[src/rtl/lec_pkg.sv]
// shared types and codes for the rgb lamp effect controller
// no dependencies; used by lec_update and rgb_lamp_effect_controller_core
package lec_pkg;

	localparam int ItemWidth = 40;
	localparam int OpWidth   = 3;
	localparam logic [7:0] LevelMax  = 8'd255;
	localparam logic [7:0] PulseStep = 8'd3;

	typedef enum logic [2:0] {
		OP_TICK       = 3'd0,
		OP_TOGGLE     = 3'd1,
		OP_SET_COLOR  = 3'd2,
		OP_SET_BRIGHT = 3'd3,
		OP_SET_EFFECT = 3'd4
	} op_t;

	typedef enum logic [1:0] {
		FX_NONE    = 2'd0,
		FX_RAINBOW = 2'd1,
		FX_PULSE   = 2'd2
	} fx_t;

	typedef struct packed {
		logic [7:0] blue;
		logic [7:0] green;
		logic [7:0] red;
	} color_t;

	localparam color_t ColorBlack = '{blue: 8'h00, green: 8'h00, red: 8'h00};
	localparam color_t ColorWhite = '{blue: 8'hFF, green: 8'hFF, red: 8'hFF};

	// one input item, fields in tdata order
	typedef struct packed {
		logic [2:0] op;
		logic [1:0] effect;
		logic [7:0] brightness;
		color_t     color;
		logic       switch_on;
	} item_t;

	// lamp state carried from item to item
	typedef struct packed {
		color_t     shown;
		color_t     saved;
		logic [7:0] brightness;
		logic [1:0] effect;
		color_t     wheel;
		logic [7:0] pulse_level;
		logic       pulse_rising;
	} lamp_state_t;

	localparam lamp_state_t StateReset = '{
		shown:        ColorBlack,
		saved:        ColorWhite,
		brightness:   LevelMax,
		effect:       FX_NONE,
		wheel:        ColorBlack,
		pulse_level:  8'd0,
		pulse_rising: 1'b1
	};

endpackage

[src/rtl/lec_update.sv]
// next-state logic for one lamp event: toggle, color, brightness, effect, tick
// depends on lec_pkg
module lec_update (
	input  lec_pkg::item_t       item,
	input  lec_pkg::lamp_state_t cur,
	output lec_pkg::lamp_state_t nxt
);
	import lec_pkg::*;

	color_t     wheel_step;
	logic       rising;
	logic [8:0] level_up;
	logic [7:0] level_next;

	// one unit along the six sides of the color wheel
	always_comb begin
		wheel_step = cur.wheel;
		if (cur.wheel.red == 8'hFF && cur.wheel.green != 8'hFF && cur.wheel.blue == 8'h00) begin
			wheel_step.green = cur.wheel.green + 8'd1;
		end else if (cur.wheel.red != 8'h00 && cur.wheel.green == 8'hFF
				&& cur.wheel.blue == 8'h00) begin
			wheel_step.red = cur.wheel.red - 8'd1;
		end else if (cur.wheel.red == 8'h00 && cur.wheel.green == 8'hFF
				&& cur.wheel.blue != 8'hFF) begin
			wheel_step.blue = cur.wheel.blue + 8'd1;
		end else if (cur.wheel.red == 8'h00 && cur.wheel.green != 8'h00
				&& cur.wheel.blue == 8'hFF) begin
			wheel_step.green = cur.wheel.green - 8'd1;
		end else if (cur.wheel.red != 8'hFF && cur.wheel.green == 8'h00
				&& cur.wheel.blue == 8'hFF) begin
			wheel_step.red = cur.wheel.red + 8'd1;
		end else if (cur.wheel.red == 8'hFF && cur.wheel.green == 8'h00
				&& cur.wheel.blue != 8'h00) begin
			wheel_step.blue = cur.wheel.blue - 8'd1;
		end
	end

	// pulse turns at the ends, then moves with saturation
	always_comb begin
		if (cur.pulse_level == 8'd0) begin
			rising = 1'b1;
		end else if (cur.pulse_level == LevelMax) begin
			rising = 1'b0;
		end else begin
			rising = cur.pulse_rising;
		end
		level_up = {1'b0, cur.pulse_level} + {1'b0, PulseStep};
		if (rising) begin
			level_next = level_up[8] ? LevelMax : level_up[7:0];
		end else begin
			level_next = (cur.pulse_level < PulseStep) ? 8'd0 : cur.pulse_level - PulseStep;
		end
	end

	always_comb begin
		nxt = cur;
		case (item.op)
			OP_TICK: begin
				if (cur.effect == FX_RAINBOW) begin
					nxt.shown = cur.wheel;
					nxt.wheel = wheel_step;
				end else if (cur.effect == FX_PULSE) begin
					nxt.pulse_rising = rising;
					nxt.pulse_level  = level_next;
					nxt.brightness   = level_next;
				end
			end
			OP_TOGGLE: begin
				if (item.switch_on) begin
					nxt.shown = cur.saved;
				end else begin
					nxt.saved = cur.shown;
					nxt.shown = ColorBlack;
				end
			end
			OP_SET_COLOR: begin
				nxt.saved = item.color;
				nxt.shown = item.color;
			end
			OP_SET_BRIGHT: begin
				nxt.brightness = item.brightness;
			end
			OP_SET_EFFECT: begin
				if (item.effect == FX_RAINBOW) begin
					nxt.effect = FX_RAINBOW;
					nxt.wheel  = cur.shown;
				end else if (item.effect == FX_PULSE) begin
					nxt.effect       = FX_PULSE;
					nxt.pulse_level  = cur.brightness;
					nxt.pulse_rising = 1'b0;
				end else begin
					nxt.effect = FX_NONE;
				end
			end
			default: begin
				nxt = cur;
			end
		endcase
	end

endmodule

[src/rtl/rgb_lamp_effect_controller_core.sv]
// top level of the rgb lamp effect controller: input stage, lamp state, result register
// depends on lec_pkg and lec_update
//
// usage
//   the slave side takes one lamp event per transfer: the operation code rides in
//   s_tuser, its arguments in s_tdata. the master side returns exactly one result
//   per event: on flag, shown color, brightness and active effect after the event.
// pipeline and throughput
//   an event is registered at the input stage and applied to the lamp state as it
//   leaves that stage; its result lands in the output register at the same edge,
//   which drives m_tvalid. one event per cycle is taken while m_tready is high or
//   no result waits; the state update is a single short pass of compares and 8-bit
//   adds.
// reset
//   arst_n clears both stages; the lamp shows black with white saved, brightness
//   255, no effect, wheel color black, pulse level 0 rising.
// stall
//   when m_tready is low with a result waiting, the input stage holds its event and
//   s_tready drops only once that stage is occupied, so nothing is lost or repeated.
module rgb_lamp_effect_controller_core (
	input  logic                              clk,
	input  logic                              arst_n,
	input  logic                              s_tvalid,
	output logic                              s_tready,
	// switch_on[0], red[8:1], green[16:9], blue[24:17], brightness[32:25],
	// effect[34:33], zero fill[39:35]
	input  logic [lec_pkg::ItemWidth-1:0]     s_tdata,
	// operation[2:0]
	input  logic [lec_pkg::OpWidth-1:0]       s_tuser,
	output logic                              m_tvalid,
	input  logic                              m_tready,
	// lamp_on[0], red[8:1], green[16:9], blue[24:17], brightness[32:25],
	// effect[34:33], zero fill[39:35]
	output logic [lec_pkg::ItemWidth-1:0]     m_tdata
);
	import lec_pkg::*;

	item_t       item_s1;
	logic        valid_s1;
	logic        advance;
	lamp_state_t state_q;
	lamp_state_t state_next;
	logic [ItemWidth-1:0] result_q;
	logic                 result_valid_q;

	// the pipe moves whenever the result register is empty or being drained
	assign advance  = !result_valid_q || m_tready;
	assign s_tready = !valid_s1 || advance;

	// input stage register
	always_ff @(posedge clk or negedge arst_n) begin
		if (!arst_n) begin
			valid_s1 <= 1'b0;
		end else if (s_tready) begin
			valid_s1 <= s_tvalid;
		end
	end

	always_ff @(posedge clk) begin
		if (s_tready && s_tvalid) begin
			item_s1.switch_on  <= s_tdata[0];
			item_s1.color      <= '{blue: s_tdata[24:17], green: s_tdata[16:9],
				red: s_tdata[8:1]};
			item_s1.brightness <= s_tdata[32:25];
			item_s1.effect     <= s_tdata[34:33];
			item_s1.op         <= s_tuser;
		end
	end

	lec_update u_update (
		.item (item_s1),
		.cur  (state_q),
		.nxt  (state_next)
	);

	// lamp state, updated once per event as it leaves the input stage
	always_ff @(posedge clk or negedge arst_n) begin
		if (!arst_n) begin
			state_q <= StateReset;
		end else if (advance && valid_s1) begin
			state_q <= state_next;
		end
	end

	// result register
	always_ff @(posedge clk or negedge arst_n) begin
		if (!arst_n) begin
			result_valid_q <= 1'b0;
		end else if (advance) begin
			result_valid_q <= valid_s1;
		end
	end

	always_ff @(posedge clk) begin
		if (advance && valid_s1) begin
			result_q <= {5'd0, state_next.effect, state_next.brightness,
				state_next.shown.blue, state_next.shown.green, state_next.shown.red,
				|state_next.shown};
		end
	end

	assign m_tvalid = result_valid_q;
	assign m_tdata  = result_q;

	// on flag always agrees with the color it reports
	assert property (@(posedge clk) disable iff (!arst_n)
		m_tvalid |-> (m_tdata[0] == (|m_tdata[24:1])))
		else $error("lamp_on disagrees with shown color");

	// stored effect never holds the unused code
	assert property (@(posedge clk) disable iff (!arst_n)
		state_q.effect <= FX_PULSE)
		else $error("effect state holds unused code");

	// an empty input stage always takes a transfer
	assert property (@(posedge clk) disable iff (!arst_n)
		!valid_s1 |-> s_tready)
		else $error("input stalled while empty");

endmodule

[config.mk]
export PLATFORM = sky130hd
export DESIGN_NAME = rgb_lamp_effect_controller_core
export DESIGN_NICKNAME = d
export VERILOG_FILES = /design/src/rtl/lec_pkg.sv /design/src/rtl/lec_update.sv /design/src/rtl/rgb_lamp_effect_controller_core.sv
export SDC_FILE = /design/constraint.sdc
export NUM_CORES = 1
export LEC_CHECK = 0
export ABC_AREA = 1
export BUFFER_PORTS_ARGS = -buffer_cell sky130_fd_sc_hd__buf_2
export CORE_MARGIN = 2
export CORE_UTILIZATION = 40
export CTS_CLUSTER_SIZE = 25
export DETAILED_ROUTE_END_ITERATION = 16
export PLACE_DENSITY = 0.68
export SYNTH_ARGS = -nofsm -noshare
export SYNTH_HDL_FRONTEND = slang
export SYNTH_SLANG_ARGS = --single-unit
[constraint.sdc]
create_clock -name clk -period 2.39 [get_ports clk]
set_input_delay 0.1195 -clock clk [delete_from_list [all_inputs] [get_ports clk]]
set_output_delay 0.1195 -clock clk [all_outputs]
set_load 0.05 [all_outputs]
==> load_flow_metrics.sql <==
INSERT INTO impl_metrics (metric_group, metric, value, unit) VALUES
('global_routing', 'grt_util_met1', '27.5', '%'),
('global_routing', 'grt_antenna_before_repair', '0', ''),
('clocking', 'number_of_sinks_driven_by_the_clock_tree', '166', ''),
('global_routing', 'grt_overall_usage', '19.4', '%'),
('global_routing', 'grt_first_pass_wirelength', '39900', 'um'),
('layout', 'antenna_cells_inserted', '0', ''),
('global_routing', 'grt_start_max_net_pins', '96', ''),
('clocking', 'clock_insertion_delay_worst_skew', '0.43', 'ns'),
('worst_hold_path', 'worst_hold_path_class', 'in -> async', ''),
('drt', 'vias', '8578', ''),
('power_and_ir_drop', 'power.ir.vdd_worst', '0.578', 'mV'),
('synth', 'synthesis.area', '9620', 'um2'),
('timing', 'fin_ws', '0.119', 'ns'),
('drt', 'drt-initial-drc-count', '575', ''),
('placed_design', 'detailed_place_hpwl', '18000', 'um'),
('power_and_ir_drop', 'leakagePower', '5.63', 'nW'),
('floorplanning', 'fp-row-count', '56', ''),
('timing', 'clock_skew', '0.00879', 'ns'),
('timing', 'maxClockFrequency', '0.440', 'GHz'),
('drt', 'drt-wirelength-per-cell', '14.4', 'um'),
('synth', 'synth_enable_flop_cells', '73', ''),
('floorplanning', 'chipHeight', '159', 'um'),
('clocking', 'cts-htree-levels', '4', ''),
('synth', 'synthesis.area_per_instance', '7.90', 'um2'),
('timing', 'unrepaired_setup_endpoints_after_global_routing', 'true', ''),
('timing', 'final_hold_viol_count', '0', ''),
('setup_path', 'timing_worst_setup_path_type', 'reg -> reg', ''),
('power_and_ir_drop', 'power_per_cell_area', '1160', 'nW/um2'),
('floorplanning', 'placeableCoreArea', '23500', 'um2'),
('layout', 'post-route-util', '51.0', '%'),
('clocking', 'cts_max_path_buffers', '2', ''),
('drt', 'drt_pre_antenna_iters', '5', ''),
('drt', 'route.antenna.remaining_nets', '0', ''),
('global_routing', 'vias_in_the_first_global_route', '7906', ''),
('drt', 'vias_per_cell', '4.99', ''),
('timing', 'worst-slew-pin-transition', '0.770', 'ns'),
('drt', 'drc', '0', ''),
('clocking', 'cts.clk_slew.worst_paths', '0.06', 'ns'),
('outcome', 'outcome', 'finished clean', ''),
('setup_path', 'path_max_fanout', '8', ''),
('power_and_ir_drop', 'fin_total_pwr', '0.0139', 'W'),
('floorplanning', 'top_level_ports', '89', ''),
('synth', 'synthArstFlopShare', '56.0', '%'),
('synth', 'ys_warn_count', '0', ''),
('layout', 'layout-drive-gt1-share', '19.8', '%'),
('clocking', 'cts_tree', 'yes', ''),
('placed_design', 'dp_slack', '0.0232', 'ns'),
('timing', 'setup_violations', '0', ''),
('timing', 'drv_slew', '0', ''),
('job', 'max-cap-violations', '0', ''),
('placed_design', 'finalWeightedCongestion', '0.862', ''),
('global_routing', 'grt_util_met2', '31.0', '%'),
('timing', 'finalWorstPathRequiredPeriod', '2.27', 'ns'),
('layout', 'syn_to_final_growth', '24.7', '%'),
('setup_path', 'crit_required', '2.71', 'ns'),
('layout', 'fin_nets', '1460', ''),
('synth', 'netlist-cell-type-count', '38', ''),
('setup_path', 'critical_path_arrival', '2.59', 'ns'),
('drt', 'drt_wl_total', '24800', 'um'),
('global_routing', 'grt-ovfl-total', '0', ''),
('synth', 'synth.ff_latch_count', '166', ''),
('global_routing', 'global_route.usage.met3', '2.76', '%'),
('setup_path', 'endpoint_kind', 'flop', ''),
('placed_design', 'io_buffers', '78', ''),
('floorplanning', 'chipWidth', '159', 'um'),
('floorplanning', 'floorplan_die_area', '25300', 'um2'),
('timing', 'relSlewSlack', '48.5', '%'),
('synth', 'synth_seq_area_share', '47.4', '%'),
('synth', 'ys.flop_type', 'sky130_fd_sc_hd__edfxtp_1', ''),
('global_routing', 'globalRoute.busiestLayer', 'met2', ''),
('floorplanning', 'start_util', '40.9', '%'),
('layout', 'fin_cells', '1720', ''),
('placed_design', 'placedCellCount', '1637', ''),
('clocking', 'cts_root_buffer', 'sky130_fd_sc_hd__clkbuf_16', ''),
('clocking', 'tritoncts.num_buffers', '17', ''),
('timing', 'post-route-period-util', '95.0', '%'),
('synth', 'syn_inst', '1217', ''),
('setup_path', 'worst_setup_path_start_kind', 'flop', '');
-- final timing paths --
kind                              from     endpoint  slack, ns  cells past startpoint
min in group clk           s_tdata[22]  item_s1[22]       0.39                      2
hold / removal                  arst_n  state_q[87]       0.24                      2
setup reg to reg            state_q[9]  state_q[31]       0.12                     13
max in group asynchronous       arst_n  state_q[41]       1.48                      3
hold reg to reg            state_q[38]  state_q[38]       0.47                      2
setup / recovery            state_q[9]  state_q[31]       0.12                     13
-- layer usage --
layer	wire length, um	up-vias
li1	-	4279
met3	1150	28
met4	421	0
met1	11700	4036
met5	0	-
met2	11500	235
-- state kept, by name, indices dropped and copies added (netlist names) --
register and cells:
item_s1 38, m_tdata 35, m_tvalid 1, state_q 91, valid_s1 1
-- placed cells by master, fill, tap and decap left out, types with 4 or more instances in the layout --
| cell | instances |
|---|---|
| sky130_fd_sc_hd__mux2_2 | 4 |
| sky130_fd_sc_hd__ha_4 | 11 |
| sky130_fd_sc_hd__dlygate4sd3_1 | 42 |
| sky130_fd_sc_hd__nand2_1 | 408 |
| sky130_fd_sc_hd__nor2_1 | 78 |
| sky130_fd_sc_hd__edfxtp_1 | 73 |
| sky130_fd_sc_hd__or2_2 | 5 |
| sky130_fd_sc_hd__xor2_1 | 6 |
| sky130_fd_sc_hd__xnor2_1 | 6 |
| sky130_fd_sc_hd__inv_1 | 137 |
| sky130_fd_sc_hd__mux2_1 | 20 |
| sky130_fd_sc_hd__dfstp_2 | 33 |
| sky130_fd_sc_hd__conb_1 | 5 |
| sky130_fd_sc_hd__nand4_1 | 35 |
| sky130_fd_sc_hd__a21oi_1 | 24 |
| sky130_fd_sc_hd__a21oi_2 | 4 |
| sky130_fd_sc_hd__ha_1 | 10 |
| sky130_fd_sc_hd__nor2_2 | 4 |
| sky130_fd_sc_hd__nand3b_1 | 12 |
| sky130_fd_sc_hd__nand2_2 | 7 |
| sky130_fd_sc_hd__nand3_1 | 80 |
| sky130_fd_sc_hd__buf_2 | 77 |
| sky130_fd_sc_hd__o21ai_0 | 103 |
| sky130_fd_sc_hd__dfrtp_1 | 60 |
| sky130_fd_sc_hd__buf_4 | 74 |
| sky130_fd_sc_hd__o21ai_1 | 12 |
| sky130_fd_sc_hd__inv_6 | 6 |
| sky130_fd_sc_hd__clkbuf_16 | 17 |
| sky130_fd_sc_hd__buf_12 | 4 |
| sky130_fd_sc_hd__inv_2 | 7 |
-- synth_stat cells (all sizes together), types with 5 or more instances --
library cell,n,area (um2)
mux2,24,270
dfstp,33,867
a21oi,28,148
nor2,84,325
o21ai,117,593
edfxtp,73,2190
nand3b,12,90.1
nand4,35,219
nor3,7,62.6
ha,22,275
buf,35,240
clkbuf,16,61.3
dfrtp,60,1500
inv,146,548
xor2,6,52.6
xnor2,6,52.6
nand2,415,1570
or2,5,31.3
nand3,83,415
-- power breakdown --
| part | switching [W] | total [W] | internal [W] |
|---|---|---|---|
| logic | 0.00383 | 0.00621 | 0.00238 |
| clock network | 0.00120 | 0.00281 | 0.00160 |
| registers | 0.000690 | 0.00485 | 0.00416 |
| total | 0.00572 | 0.0139 | 0.00814 |
-- worst max-delay path, cell delays in order, from the launching register on --
cell and delay, ns:
sky130_fd_sc_hd__dfrtp_1 0.41, sky130_fd_sc_hd__nor2_1 0.11, sky130_fd_sc_hd__nand2_1 0.10, sky130_fd_sc_hd__nor2_2 0.14, sky130_fd_sc_hd__nand3_1 0.10, sky130_fd_sc_hd__buf_6 0.16
sky130_fd_sc_hd__buf_4 0.14, sky130_fd_sc_hd__fa_1 0.42, sky130_fd_sc_hd__nand4_1 0.14, sky130_fd_sc_hd__nand4_1 0.11, sky130_fd_sc_hd__nand3_1 0.11, sky130_fd_sc_hd__o21ai_0 0.09
sky130_fd_sc_hd__nand2_1 0.07, sky130_fd_sc_hd__nand2_1 0.04
-- through the flow --
| step | setup TNS [ns] | hold slack (ns) | instance area, um2 |
|---|---|---|---|
| floorplan | 0 | -0.176 | 9640 |
| global placement | 0 | 0.161 | 10700 |
| detailed placement | 0 | 0.165 | 10700 |
| CTS | 0 | 0.247 | 11700 |
| global route | -0.0815 | 0.297 | 12000 |
| finish | 0 | 0.240 | 12000 |
-- final cells by class --
| cell class | instances | area [um2] |
|---|---|---|
| Clock buffer | 19 | 443 |
| Clock inverter | 13 | 158 |
| Fill cell | 2240 | 11500 |
| Inverter | 146 | 554 |
| Multi-Input combinational cell | 858 | 4410 |
| Sequential cell | 166 | 4560 |
| Tap cell | 319 | 399 |
| Timing Repair Buffer | 199 | 1470 |
-- what timing repair did --
action	in CTS	in global routing
hold buffers	42	0
pin swaps	0	12
buffers inserted	0	9
setup endpoints to repair	1	13
endpoints found under the hold margin	70	0
gates resized for setup	1	34
-- cell families (layout without fill, tap and decap cells) --
| family | count (synthesis) | in the layout | synth area share, % |
|---|---|---|---|
| adder cells (fa/ha/maj) | 25 | 25 | 3.49 |
| buffers and inverters | 197 | 377 | 8.83 |
| multiplexers | 24 | 24 | 2.81 |
| AO/OA/AOI/OAI | 151 | 151 | 8.13 |
| flip-flops | 166 | 166 | 47.4 |
| AND/OR/NAND/NOR | 641 | 641 | 28.2 |
| other | 1 | 5 | 0.0390 |
| XOR/XNOR | 12 | 12 | 1.09 |
No activity file was read; power rests on OpenSTA's default activity.
